<file path="config.mk">
export PLATFORM = sky130hd
export DESIGN_NAME = relative_path_validator
export DESIGN_NICKNAME = d
export VERILOG_FILES = /design/src/rtl/rpv_pkg.sv /design/src/rtl/rpv_core.sv /design/src/rtl/relative_path_validator.sv
export SDC_FILE = /design/constraint.sdc
export NUM_CORES = 1
export LEC_CHECK = 0
export BUFFER_PORTS_ARGS = -buffer_cell sky130_fd_sc_hd__buf_2
export CORE_AREA = 2 2 144 146
export DETAILED_ROUTE_END_ITERATION = 12
export DIE_AREA = 0 0 146 148
export PLACE_DENSITY = 0.85
export SLEW_MARGIN = 20
export SYNTH_ARGS = -nofsm -noshare
export SYNTH_HDL_FRONTEND = slang
export SYNTH_SLANG_ARGS = --single-unit
</file>
<file path="constraint.sdc">
create_clock -name clk_i -period 6.3 [get_ports clk_i]
set_input_delay 0.945 -clock clk_i [delete_from_list [all_inputs] [get_ports clk_i]]
set_output_delay 0.945 -clock clk_i [all_outputs]
set_load 0.05 [all_outputs]
</file>
<file path="src/rtl/rpv_pkg.sv">
// Shared types, constants and check functions for the relative path validator.
// Used by rpv_core, relative_path_validator, rpv_result_checker and the testbench; depends on nothing.
`timescale 1ns / 1ps
`default_nettype none

package rpv_pkg;

  typedef enum logic [3:0] {
    ERR_NONE       = 4'd0,
    ERR_EMPTY      = 4'd1,
    ERR_TOO_LONG   = 4'd2,
    ERR_ROOTED     = 4'd3,
    ERR_TOO_DEEP   = 4'd4,
    ERR_EMPTY_COMP = 4'd5,
    ERR_TRAVERSAL  = 4'd6,
    ERR_COMP_LONG  = 4'd7,
    ERR_BAD_CHAR   = 4'd8,
    ERR_RESERVED   = 4'd9
  } err_e;

  typedef enum logic [1:0] {
    REG_MAX_PATH_BYTES = 2'd0,
    REG_MAX_COMP_BYTES = 2'd1,
    REG_MAX_COMPONENTS = 2'd2
  } cfg_idx_e;

  localparam int unsigned PathLenW  = 16;
  localparam int unsigned CompLenW  = 10;
  localparam int unsigned CompNumW  = 8;
  localparam int unsigned CfgIndexW = 2;
  localparam int unsigned CfgDataW  = 16;

  localparam logic [PathLenW-1:0] MaxPathReset  = 16'd4096;
  localparam logic [CompLenW-1:0] MaxCompReset  = 10'd255;
  localparam logic [CompNumW-1:0] MaxCountReset = 8'd32;

  localparam logic [7:0] ChSlash  = 8'h2f;
  localparam logic [7:0] ChBSlash = 8'h5c;
  localparam logic [7:0] ChDot    = 8'h2e;
  localparam logic [7:0] ChSpace  = 8'h20;
  localparam logic [7:0] ChColon  = 8'h3a;

  // Reserved base names, first character in the lowest byte, zero padded.
  localparam logic [55:0] NameCon    = 56'h4E4F43;
  localparam logic [55:0] NamePrn    = 56'h4E5250;
  localparam logic [55:0] NameAux    = 56'h585541;
  localparam logic [55:0] NameNul    = 56'h4C554E;
  localparam logic [55:0] NameClock  = 56'h244B434F4C43;
  localparam logic [55:0] NameConin  = 56'h244E494E4F43;
  localparam logic [55:0] NameConout = 56'h2454554F4E4F43;

  typedef struct packed {
    logic [7:0] in_byte;
    logic       has_byte;
    logic       end_of_path;
  } item_t;

  typedef struct packed {
    logic [7:0] path_byte;
    logic [7:0] key_byte;
    logic       byte_valid;
    logic       final_item;
    err_e       error_code;
  } result_t;

  typedef struct packed {
    logic [PathLenW-1:0] max_path_bytes;
    logic [CompLenW-1:0] max_component_bytes;
    logic [CompNumW-1:0] max_components;
  } limits_t;

  typedef struct packed {
    logic [CompLenW-1:0] len;
    logic [6:0][7:0]     chars;
    logic [3:0]          base_len;
    logic                base_closed;
    logic [7:0]          prev;
    logic                bad_char;
    logic                len_over;
  } comp_t;

  function automatic logic [7:0] to_upper(input logic [7:0] b);
    return (b >= 8'h61 && b <= 8'h7a) ? b - 8'd32 : b;
  endfunction

  function automatic logic [7:0] to_lower(input logic [7:0] b);
    return (b >= 8'h41 && b <= 8'h5a) ? b + 8'd32 : b;
  endfunction

  function automatic logic is_bad(input logic [7:0] b);
    return b < 8'h20 || b > 8'h7e || b == 8'h3c || b == 8'h3e || b == ChColon ||
           b == 8'h22 || b == 8'h7c || b == 8'h3f || b == 8'h2a;
  endfunction

  function automatic logic base_reserved(input comp_t c);
    logic [7:0] d;
    logic       named;
    logic       numbered;
    d = c.chars[3];
    named = (c.base_len == 4'd3 && (c.chars == NameCon || c.chars == NamePrn ||
                                    c.chars == NameAux || c.chars == NameNul)) ||
            (c.base_len == 4'd6 && (c.chars == NameClock || c.chars == NameConin)) ||
            (c.base_len == 4'd7 && c.chars == NameConout);
    numbered = c.base_len == 4'd4 && d >= 8'h30 && d <= 8'h39 &&
               ((c.chars[0] == 8'h43 && c.chars[1] == 8'h4F && c.chars[2] == 8'h4D) ||
                (c.chars[0] == 8'h4C && c.chars[1] == 8'h50 && c.chars[2] == 8'h54));
    return named || numbered;
  endfunction

  // Verdict on a component as it closes, depth first.
  function automatic err_e comp_error(input comp_t c, input logic [CompNumW-1:0] num,
                                      input logic [CompNumW-1:0] max_num);
    err_e e;
    if (num >= max_num) begin
      e = ERR_TOO_DEEP;
    end else if (c.len == '0) begin
      e = ERR_EMPTY_COMP;
    end else if (c.base_closed && c.base_len == 4'd0 &&
                 (c.len == CompLenW'(1) || (c.len == CompLenW'(2) && c.prev == ChDot))) begin
      e = ERR_TRAVERSAL;
    end else if (c.len_over) begin
      e = ERR_COMP_LONG;
    end else if (c.prev == ChDot || c.prev == ChSpace || c.bad_char) begin
      e = ERR_BAD_CHAR;
    end else if (base_reserved(c)) begin
      e = ERR_RESERVED;
    end else begin
      e = ERR_NONE;
    end
    return e;
  endfunction

endpackage

`default_nettype wire

</file>
<file path="src/rtl/rpv_core.sv">
// Path state and per-byte checks of the relative path validator.
// Holds the counters and component record; depends on rpv_pkg.
`timescale 1ns / 1ps
`default_nettype none

module rpv_core (
  input  wire logic             clk_i,
  input  wire logic             rst_ni,
  input  wire logic             step_i,
  input  wire rpv_pkg::item_t   item_i,
  input  wire rpv_pkg::limits_t lim_i,
  output rpv_pkg::result_t      res_o
);
  import rpv_pkg::*;

  logic [PathLenW-1:0] path_len_q, path_len_d;
  logic                path_long_q, path_long_d;
  logic                rooted_q, rooted_d;
  logic [CompNumW-1:0] comp_num_q, comp_num_d;
  err_e                first_err_q, first_err_d;
  comp_t               comp_q, comp_d;

  logic [7:0]          b;
  logic                has;
  logic                sep;
  comp_t               comp1;
  comp_t               comp_clear;
  logic [PathLenW-1:0] path_len1;
  logic                path_long1;
  logic                rooted1;
  logic [CompNumW-1:0] comp_num1;
  err_e                err1;
  err_e                err2;
  err_e                final_err;

  always_comb begin
    b          = item_i.in_byte;
    has        = item_i.has_byte;
    sep        = has && (b == ChSlash || b == ChBSlash);
    comp_clear = '0;

    path_len1  = path_len_q;
    path_long1 = path_long_q;
    rooted1    = rooted_q;
    comp_num1  = comp_num_q;
    err1       = first_err_q;
    comp1      = comp_q;

    if (has) begin
      if ((path_len_q == '0 && sep) || (path_len_q == PathLenW'(1) && b == ChColon)) begin
        rooted1 = 1'b1;
      end
      if (path_len_q >= lim_i.max_path_bytes) begin
        path_long1 = 1'b1;
      end
      if (path_len_q != '1) begin
        path_len1 = path_len_q + PathLenW'(1);
      end
    end

    if (sep) begin
      if (first_err_q == ERR_NONE) begin
        err1 = comp_error(comp_q, comp_num_q, lim_i.max_components);
      end
      if (comp_num_q != '1) begin
        comp_num1 = comp_num_q + CompNumW'(1);
      end
      comp1 = comp_clear;
    end else if (has) begin
      if (comp_q.len >= lim_i.max_component_bytes) begin
        comp1.len_over = 1'b1;
      end
      if (comp_q.len != '1) begin
        comp1.len = comp_q.len + CompLenW'(1);
      end
      if (is_bad(b)) begin
        comp1.bad_char = 1'b1;
      end
      if (!comp_q.base_closed) begin
        if (b == ChDot) begin
          comp1.base_closed = 1'b1;
        end else if (comp_q.base_len < 4'd8) begin
          if (comp_q.base_len < 4'd7) begin
            comp1.chars[comp_q.base_len[2:0]] = to_upper(b);
          end
          comp1.base_len = comp_q.base_len + 4'd1;
        end
      end
      comp1.prev = b;
    end

    err2 = err1;
    if (err1 == ERR_NONE) begin
      err2 = comp_error(comp1, comp_num1, lim_i.max_components);
    end

    priority if (path_len1 == '0) begin
      final_err = ERR_EMPTY;
    end else if (path_long1) begin
      final_err = ERR_TOO_LONG;
    end else if (rooted1) begin
      final_err = ERR_ROOTED;
    end else begin
      final_err = err2;
    end
  end

  always_comb begin
    if (item_i.end_of_path) begin
      path_len_d  = '0;
      path_long_d = 1'b0;
      rooted_d    = 1'b0;
      comp_num_d  = '0;
      first_err_d = ERR_NONE;
      comp_d      = comp_clear;
    end else begin
      path_len_d  = path_len1;
      path_long_d = path_long1;
      rooted_d    = rooted1;
      comp_num_d  = comp_num1;
      first_err_d = err1;
      comp_d      = comp1;
    end
  end

  always_comb begin
    res_o            = '0;
    res_o.byte_valid = has;
    res_o.final_item = item_i.end_of_path;
    if (has) begin
      res_o.path_byte = sep ? ChSlash : b;
      res_o.key_byte  = sep ? ChSlash : to_lower(b);
    end
    res_o.error_code = item_i.end_of_path ? final_err : ERR_NONE;
  end

  always_ff @(posedge clk_i or negedge rst_ni) begin
    if (!rst_ni) begin
      path_len_q  <= '0;
      path_long_q <= 1'b0;
      rooted_q    <= 1'b0;
      comp_num_q  <= '0;
      first_err_q <= ERR_NONE;
      comp_q      <= '0;
    end else if (step_i) begin
      path_len_q  <= path_len_d;
      path_long_q <= path_long_d;
      rooted_q    <= rooted_d;
      comp_num_q  <= comp_num_d;
      first_err_q <= first_err_d;
      comp_q      <= comp_d;
    end
  end

endmodule

`default_nettype wire

</file>
<file path="src/rtl/relative_path_validator.sv">
// Top level of the relative path validator: handshakes, limit registers and
// the input and result registers around rpv_core; depends on rpv_pkg.
//
// A path enters as a stream of beats on the input channel, one byte per beat
// with has_byte set, and the beat with end_of_path set closes the path. Every
// accepted beat, idle beats included, yields exactly one result beat with the
// normalized byte, its lower-cased key byte, and on the final beat the error
// code of the whole path. A beat is taken at an edge where valid is high and
// stall is low, on both channels.
// A beat goes through the input register and then the result register to become
// its result beat; each register holds one beat, and one beat per cycle flows
// through as long as the receiver does not stall.
// When the receiver stalls, the result register holds its beat and the input
// register fills; in_stall_o rises only when both are full.
// The three limit registers take a write on any cycle (cfg_ready_o is always
// high) and should be changed only between paths. Reset empties both
// registers, restores the default limits and clears the path state.
`timescale 1ns / 1ps
`default_nettype none

module relative_path_validator (
  input  wire logic                           clk_i,
  input  wire logic                           rst_ni,
  input  wire logic                           in_valid_i,
  output      logic                           in_stall_o,
  input  wire logic [7:0]                     in_byte_i,
  input  wire logic                           has_byte_i,
  input  wire logic                           end_of_path_i,
  output      logic                           out_valid_o,
  input  wire logic                           out_stall_i,
  output      logic [7:0]                     path_byte_o,
  output      logic [7:0]                     key_byte_o,
  output      logic                           byte_valid_o,
  output      logic                           final_item_o,
  output      logic [3:0]                     error_code_o,
  input  wire logic                           cfg_valid_i,
  output      logic                           cfg_ready_o,
  input  wire logic [rpv_pkg::CfgIndexW-1:0]  cfg_index_i,
  input  wire logic [rpv_pkg::CfgDataW-1:0]   cfg_data_i
);
  import rpv_pkg::*;

  limits_t lim_q;
  logic    in_valid_q;
  item_t   in_q;
  logic    out_valid_q;
  result_t out_q;
  result_t res;
  logic    out_free;
  logic    in_free;
  logic    step;

  assign out_free   = !out_valid_q || !out_stall_i;
  assign step       = in_valid_q && out_free;
  assign in_free    = !in_valid_q || out_free;
  assign in_stall_o = !in_free;
  assign cfg_ready_o = 1'b1;

  always_ff @(posedge clk_i or negedge rst_ni) begin
    if (!rst_ni) begin
      lim_q.max_path_bytes      <= MaxPathReset;
      lim_q.max_component_bytes <= MaxCompReset;
      lim_q.max_components      <= MaxCountReset;
    end else if (cfg_valid_i) begin
      unique case (cfg_index_i)
        REG_MAX_PATH_BYTES: lim_q.max_path_bytes      <= cfg_data_i;
        REG_MAX_COMP_BYTES: lim_q.max_component_bytes <= cfg_data_i[CompLenW-1:0];
        REG_MAX_COMPONENTS: lim_q.max_components      <= cfg_data_i[CompNumW-1:0];
        default: ;
      endcase
    end
  end

  always_ff @(posedge clk_i or negedge rst_ni) begin
    if (!rst_ni) begin
      in_valid_q <= 1'b0;
    end else if (in_free) begin
      in_valid_q <= in_valid_i;
    end
  end

  always_ff @(posedge clk_i) begin
    if (in_free && in_valid_i) begin
      in_q.in_byte     <= in_byte_i;
      in_q.has_byte    <= has_byte_i;
      in_q.end_of_path <= end_of_path_i;
    end
  end

  rpv_core u_core (
    .clk_i  (clk_i),
    .rst_ni (rst_ni),
    .step_i (step),
    .item_i (in_q),
    .lim_i  (lim_q),
    .res_o  (res)
  );

  always_ff @(posedge clk_i or negedge rst_ni) begin
    if (!rst_ni) begin
      out_valid_q <= 1'b0;
    end else if (out_free) begin
      out_valid_q <= in_valid_q;
    end
  end

  always_ff @(posedge clk_i) begin
    if (step) begin
      out_q <= res;
    end
  end

  assign out_valid_o  = out_valid_q;
  assign path_byte_o  = out_q.path_byte;
  assign key_byte_o   = out_q.key_byte;
  assign byte_valid_o = out_q.byte_valid;
  assign final_item_o = out_q.final_item;
  assign error_code_o = out_q.error_code;

  a_err_only_final: assert property (@(posedge clk_i) disable iff (!rst_ni)
    out_valid_o && !final_item_o |-> error_code_o == ERR_NONE)
    else $error("error code on a result that does not end a path");

  a_empty_has_no_byte: assert property (@(posedge clk_i) disable iff (!rst_ni)
    out_valid_o && !byte_valid_o |-> path_byte_o == 8'h00 && key_byte_o == 8'h00)
    else $error("byte data on a result without a byte");

  a_no_backslash: assert property (@(posedge clk_i) disable iff (!rst_ni)
    out_valid_o && byte_valid_o |-> path_byte_o != ChBSlash && key_byte_o != ChBSlash)
    else $error("separator not normalized");

  a_full_stalls: assert property (@(posedge clk_i) disable iff (!rst_ni)
    in_valid_q && out_valid_q && out_stall_i |-> in_stall_o)
    else $error("input taken while both registers are full and held");

  a_held_result: assert property (@(posedge clk_i) disable iff (!rst_ni)
    out_valid_q && out_stall_i |=> out_valid_q && $stable(out_q))
    else $error("stalled result lost or changed");

endmodule

`default_nettype wire

</file>
After elaboration in Yosys (flattened, before gate mapping)
Index checks and enable logic that the tools add are counted. Widths: inputs -> output; s select.

Reduce and logical (&&, ||, !) cells: 87. Equal/unequal tests: 58. $add $sub $neg: 6. Bitwise operators: 2. Multiplexer cells: 49. Order comparisons: 18.

Operator list (number): $eq 56x23->1 const B (8); $mux 81 (3); $eq 56x46->1 const B (4); $mux 60 (2); $eq 56x54->1 const B (2); $eq 8x7->1 const B (14); $eq 8x6->1 const B (12); $mux 4 (16); $mux 61 (1); $bwmux 56 (1); $mux 56 (1); $mux 16 (3); $mux 8 (6); $logic_and 1x1->1 (34); $logic_or 1x1->1 (34); $logic_not 16->1 (2); $demux 8 s3 (1); $eq 4x3->1 const B (6); $eq 10x1->1 const B (2); $eq 10x2->1 const B (2); $logic_not 10->1 (2); $add 16x1->16 const B (1); $eq 16x1->1 const B (1); $ge 16x16->1 (1); other kinds (34) (61).

Logic and storage cells: 255. Register bits after elaboration: 179. Bits of input ports: 33. Output and inout port bits: 25.

Longest topological paths before layout
Depth after elaboration: 30. Depth in mapped cells: 19. Depth with buffers taken out: 16.

By module
Synthesis repeated with hierarchy kept, for this count alone.

Cells, all modules: 1290. Area total of the unflattened synthesis: 11582.4 um2.

By module, submodules not included: rpv_core (cells an instance 1175, area each 9227.6 um2, instances 1, seq. area each 2777.7 um2); relative_path_validator (cells an instance 115, area each 2354.8 um2, instances 1, seq. area each 1874.3 um2).

Worst setup path before layout
Ideal clock, no wire load.

Kind: register -> register. Start point: register in_q[2] in the netlist's numbering. End point: register out_q (netlist bit error_code_o[0]), data pin. Slack: 1.535 ns. Period minus slack after synthesis: 4.765 ns. Required time: 6.124 ns. Data arrival time: 4.589 ns. Path buffers: 2. Setup time: 0.176 ns. Cell stages (with the launch flop): 18. Path through: edfxtp_1 -> or2_2 -> o32ai_1 -> nand2_1 -> clkbuf_1 -> clkbuf_1 -> a31oi_1 -> mux2_2 -> ha_1 -> a21o_1 -> a21o_1 -> a21oi_1 -> nor2b_1 -> o21ai_0 -> a21oi_1 -> or3_1 -> or2_0 -> o311ai_2.

Cells in the longest elaborated chain, start to end: 28. Elaborated cells between the ends (all ways): 104.

Ends and longest elaborated chain: start, declared (RTL line relative_path_validator.sv:45) `item_t in_q;`; $ge 8x7->1 or $le 8x7->1 (tied branches) (RTL line rpv_pkg.sv:83) `return (b >= 8'h61 && b <= 8'h7a) ? b - 8'd32 : b;`; $logic_and 1x1->1 (RTL line rpv_pkg.sv:83); $mux 8 (RTL line rpv_pkg.sv:83); $bwmux 56 (RTL line rpv_core.sv:84) `comp1.chars[comp_q.base_len[2:0]] = to_upper(b);`; $mux 56 (RTL line rpv_core.sv:83) `if (comp_q.base_len < 4'd7) begin`; $mux 60 (RTL line rpv_core.sv:82) `end else if (comp_q.base_len < 4'd8) begin`; $mux 60 (RTL line rpv_core.sv:80) `if (b == ChDot) begin`; $mux 61 (RTL line rpv_core.sv:79) `if (!comp_q.base_closed) begin`; [... 12 more ...]; $mux 4 (RTL line rpv_pkg.sv:121) `end else if (c.len_over) begin`; $mux 4 (RTL line rpv_pkg.sv:118) `end else if (c.base_closed && c.base_len == 4'd0 &&`; $mux 4 (RTL line rpv_pkg.sv:116) `end else if (c.len == '0) begin`; $mux 4 (RTL line rpv_pkg.sv:114) `if (num >= max_num) begin`; $mux 4 (RTL line rpv_core.sv:93) `if (err1 == ERR_NONE) begin`; $mux 2 (*) (RTL line rpv_core.sv:101) `end else if (rooted1) begin`; $mux 2 (*) (RTL line rpv_core.sv:99) `end else if (path_long1) begin`; $mux 1 (*) (RTL line rpv_core.sv:97) `priority if (path_len1 == '0) begin`; end signal, assigned (RTL line relative_path_validator.sv:109) `out_q <= res;`; end, declared (RTL line relative_path_validator.sv:47) `result_t out_q;`.

Every way passes the cells marked *; elsewhere a longest branch is shown, timed or not. A chain may end at the register's enable or synchronous reset.

Worst setup path in the final report
Ends and elaborated chain as after synthesis.

==> key figures <==
Run status
  – Status: complete, no violations

Die
  – Die Y: 148 um
  – Initial core utilization: 0.5721
  – Core ar.: 0.02004 mm^2
  – Core Rows: 52
  – I/O pin total: 58
  – Die width: 146 um
  – Die footprint: 0.02161 mm^2

Clock network
  – PostCTS Resize Cnt: 0
  – CTS tree: built
  – Clock Sinks: 174
  – Worst-Skew Late Latency: 0.45 ns
  – TritonCTS Buffers: 17
  – Clk buf depth: 2
  – Worst-path clk slew: 0.07 ns
  – Hold_buf cts: 0
  – Post-CTS Setup Inserts: 0
  – H-tree lvl count: 4
  – Clk root buf: clkbuf_16

Worst setup path
  – Worst-path fanout max: 23
  – Worst Setup End Kind: flop
  – Crit start category: flop
  – Setup Crit Path Kind: flop to flop
  – Required time of the critical path: 6.57 ns
  – Critical Path AT: 5.41 ns

Timing
  – Skew final: 0.01436 ns
  – Max Clock Freq: 194.4 MHz
  – Final Setup Violations: 0
  – RSZ-0062 raised after global routing: no
  – Fin. Hold Viols: 0
  – Tcrit/Tclk final: 0.8164
  – Min Tclk post-route: 5.143 ns
  – Pins Over Slew Limit: 0
  – Least-Margin Pin Slew: 1.090 ns
  – Max-Slew Margin vs Limit: 0.2633
  – Setup TNS: 0 ns

GRT
  – Grt met3 use: 0.07377
  – Total congestion overflow: 0
  – Gr usage total: 0.3313
  – GR peak layer: met2
  – Initial antenna violation count: 0
  – First-pass GRT wire length: 56.46 mm
  – M2 GR Usage: 0.4863
  – Met1 Use GR: 0.4776
  – Largest net degree at the start of global routing: 97
  – Vias in the first global route: 10.12k

Yosys
  – Synth Area in Adders: 0.06112
  – Ys async rst share: 0.8448
  – Largest family of logic cells by synthesized area: simple AND/OR/NAND/NOR gates
  – Warnings from Yosys: 0
  – Top_reg_cell synth: dfrtp_1
  – Netlist cell types: 90
  – XOR/XNOR Fraction of Synth Area: 0.008404
  – Post-synth EDFFs: 27
  – Simple-gate area share of the yosys netlist: 0.2288
  – Mux share of post-synthesis cell area: 0.04671
  – Yosys top cell area share: 0.2991
  – Area leader, netlist: dfrtp_1
  – Yosys reg bits: 174
  – Post-Synthesis Cells: 1319
  – Syn_area_per_cell: 8.691 um^2
  – Post-Syn Nets: 1408
  – Post-synthesis compound-gate area fraction: 0.2156
  – Synth Cell Area: 0.01146 mm^2
  – Sequential share of the synthesized area: 0.3927
  – Top post-synthesis cells by area: dfrtp_1 (30%), edfxtp_1 (7.1%), ha_1 (6.1%), nand2_1 (5.7%), o21ai_0 (5.3%)

Pwr
  – Leak: 5.276 nW
  – Maximum VDD drop: 0.1758 mV
  – Cell Pwr Density: 254.7 mW/mm^2

Finish
  – Most common cell after layout, fill and taps aside: nand2_1
  – Layout cells sized above 1: 0.1266
  – Final core utilization: 0.6242
  – Syn-to-layout area delta: 9.113%
  – Multi-input logic area: 0.006440 mm^2
  – Antenna cells: 0
  – Commonest cells after routing, fill and taps aside: nand2_1 (173), dfrtp_1 (137), o21ai_0 (122)
  – Total Nets Final: 1427
  – Filler cells: 1753
  – Register area: 0.004502 mm^2

Placed design
  – I/O Buffers: 56
  – Placer Congestion: 1.089
  – DP HPWL: 24.85 mm

Route
  – Per-cell routed wire length: 21.76 um
  – Total wire length: 35.27 mm
  – Drt pass-1 iters: 9
  – Initial DRC count: 1380
  – # DRC: 0
  – DR vias: 10.92k
  – Antenna viol nets, final: 0
  – Mean number of vias per cell: 6.738

Hold path
  – Hold Path Class: flop to flop

Flow run
  – Total of max-cap violations: 0
## per-layer routing
layer | wire length (um) | share of wire
met1 | 14910 | 0.42
met2 | 15110 | 0.43
met3 | 3874 | 0.11
met4 | 1378 | 0.039
met5 | 0 | 0
## report_power, final
part,internal (W),switching [W],total (W)
registers,0.00125,0.000123,0.00138
clock network,0.000571,0.000507,0.00108
logic,0.000261,0.000471,0.000731
total,0.00209,0.00110,0.00319
## cells in the mapped netlist (all sizes together), types with 9 or more instances
library cell and count:
a21o 9, a21oi 77, a22o 21, a31oi 26, and3 13, buf 18, clkbuf 57, dfrtp 137
dfstp 10, edfxtp 27, ha 56, inv 57, mux2 28, mux2i 22, nand2 174, nand2b 27
nand3 30, nand4 25, nor2 90, nor2b 12, nor3 41, nor4 22, nor4b 10, o21ai 130
o22ai 11, o31ai 14, or3 13, xnor2 9
## kinds of logic (layout without fill, tap and decap cells)
kind of cell | Yosys count | count (layout)
and+or+nand+nor | 514 | 514
AOI/OAI and AO/OA | 380 | 380
DFF | 174 | 174
buffers and inverters | 133 | 165
adders and majority gates | 56 | 56
muxes | 50 | 50
xor gates and xnor gates | 11 | 11
other | 1 | 1
## stage by stage
stage	hold WS [ns]	std cells	total power (W)	setup slack, ns	area, um^2
2_1_floorplan	0.4508	1319	0.001866	1.535	11460
5_1_grt	0.5193	1621	0.003326	0.8668	12510
3_3_place_gp	0.4680	1589	0.002078	1.431	11930
4_1_cts	0.5022	1621	0.003171	1.209	12510
6_report	0.4971	1621	0.003186	1.157	12510
3_5_place_dp	0.4859	1589	0.002100	1.300	11930
## area by class of cell
class / instances / area share
Tap cell: 270 / 0.02701
Multi-Input combinational cell: 1012 / 0.5149
Sequential cell: 174 / 0.3599
Clock inverter: 14 / 0.01140
Timing Repair Buffer: 75 / 0.03431
Clock buffer: 18 / 0.03511
Inverter: 58 / 0.01741
## state kept, by name (all words and copies together) (netlist names)
signal and cells:
path_byte_o 8, in_q 10, byte_valid_o 1, u_core.comp_num_q 8, error_code_o 4, in_valid_q 1, u_core.comp_q 81, out_valid_o 1
lim_q 34, final_item_o 1, u_core.path_long_q 1, u_core.first_err_q 4, u_core.path_len_q 16, key_byte_o 3, u_core.rooted_q 1
## worst max-delay path, cell delays in order, from the launching register on
cell      delay, ns
edfxtp_1       0.37
buf_4          0.23
or2_2          0.35
o32ai_1        0.73
nand2_1        0.23
a31oi_1        0.65
mux2_2         0.43
ha_1           0.28
a21o_1         0.16
a21o_1         0.17
a21oi_1        0.14
nor2b_1        0.06
o21ai_0        0.15
a21oi_1        0.13
or3_1          0.43
or2_0          0.25
o311ai_2       0.21
## final timing paths
check / slack (ns) / from / to / cells past startpoint
hold / removal: 0.50 / u_core.comp_q[64] / u_core.comp_q[64] / 2
setup reg to reg: 1.16 / in_q[2] / error_code_o[0] / 16
setup / recovery: 1.16 / in_q[2] / error_code_o[0] / 16
min in group asynchronous: 0.56 / rst_ni / lim_q[31] / 1
max in group asynchronous: 4.53 / rst_ni / lim_q[2] / 2
hold reg to reg: 0.50 / u_core.comp_q[64] / u_core.comp_q[64] / 2
Note: power is estimated with default switching activity, not from simulation.
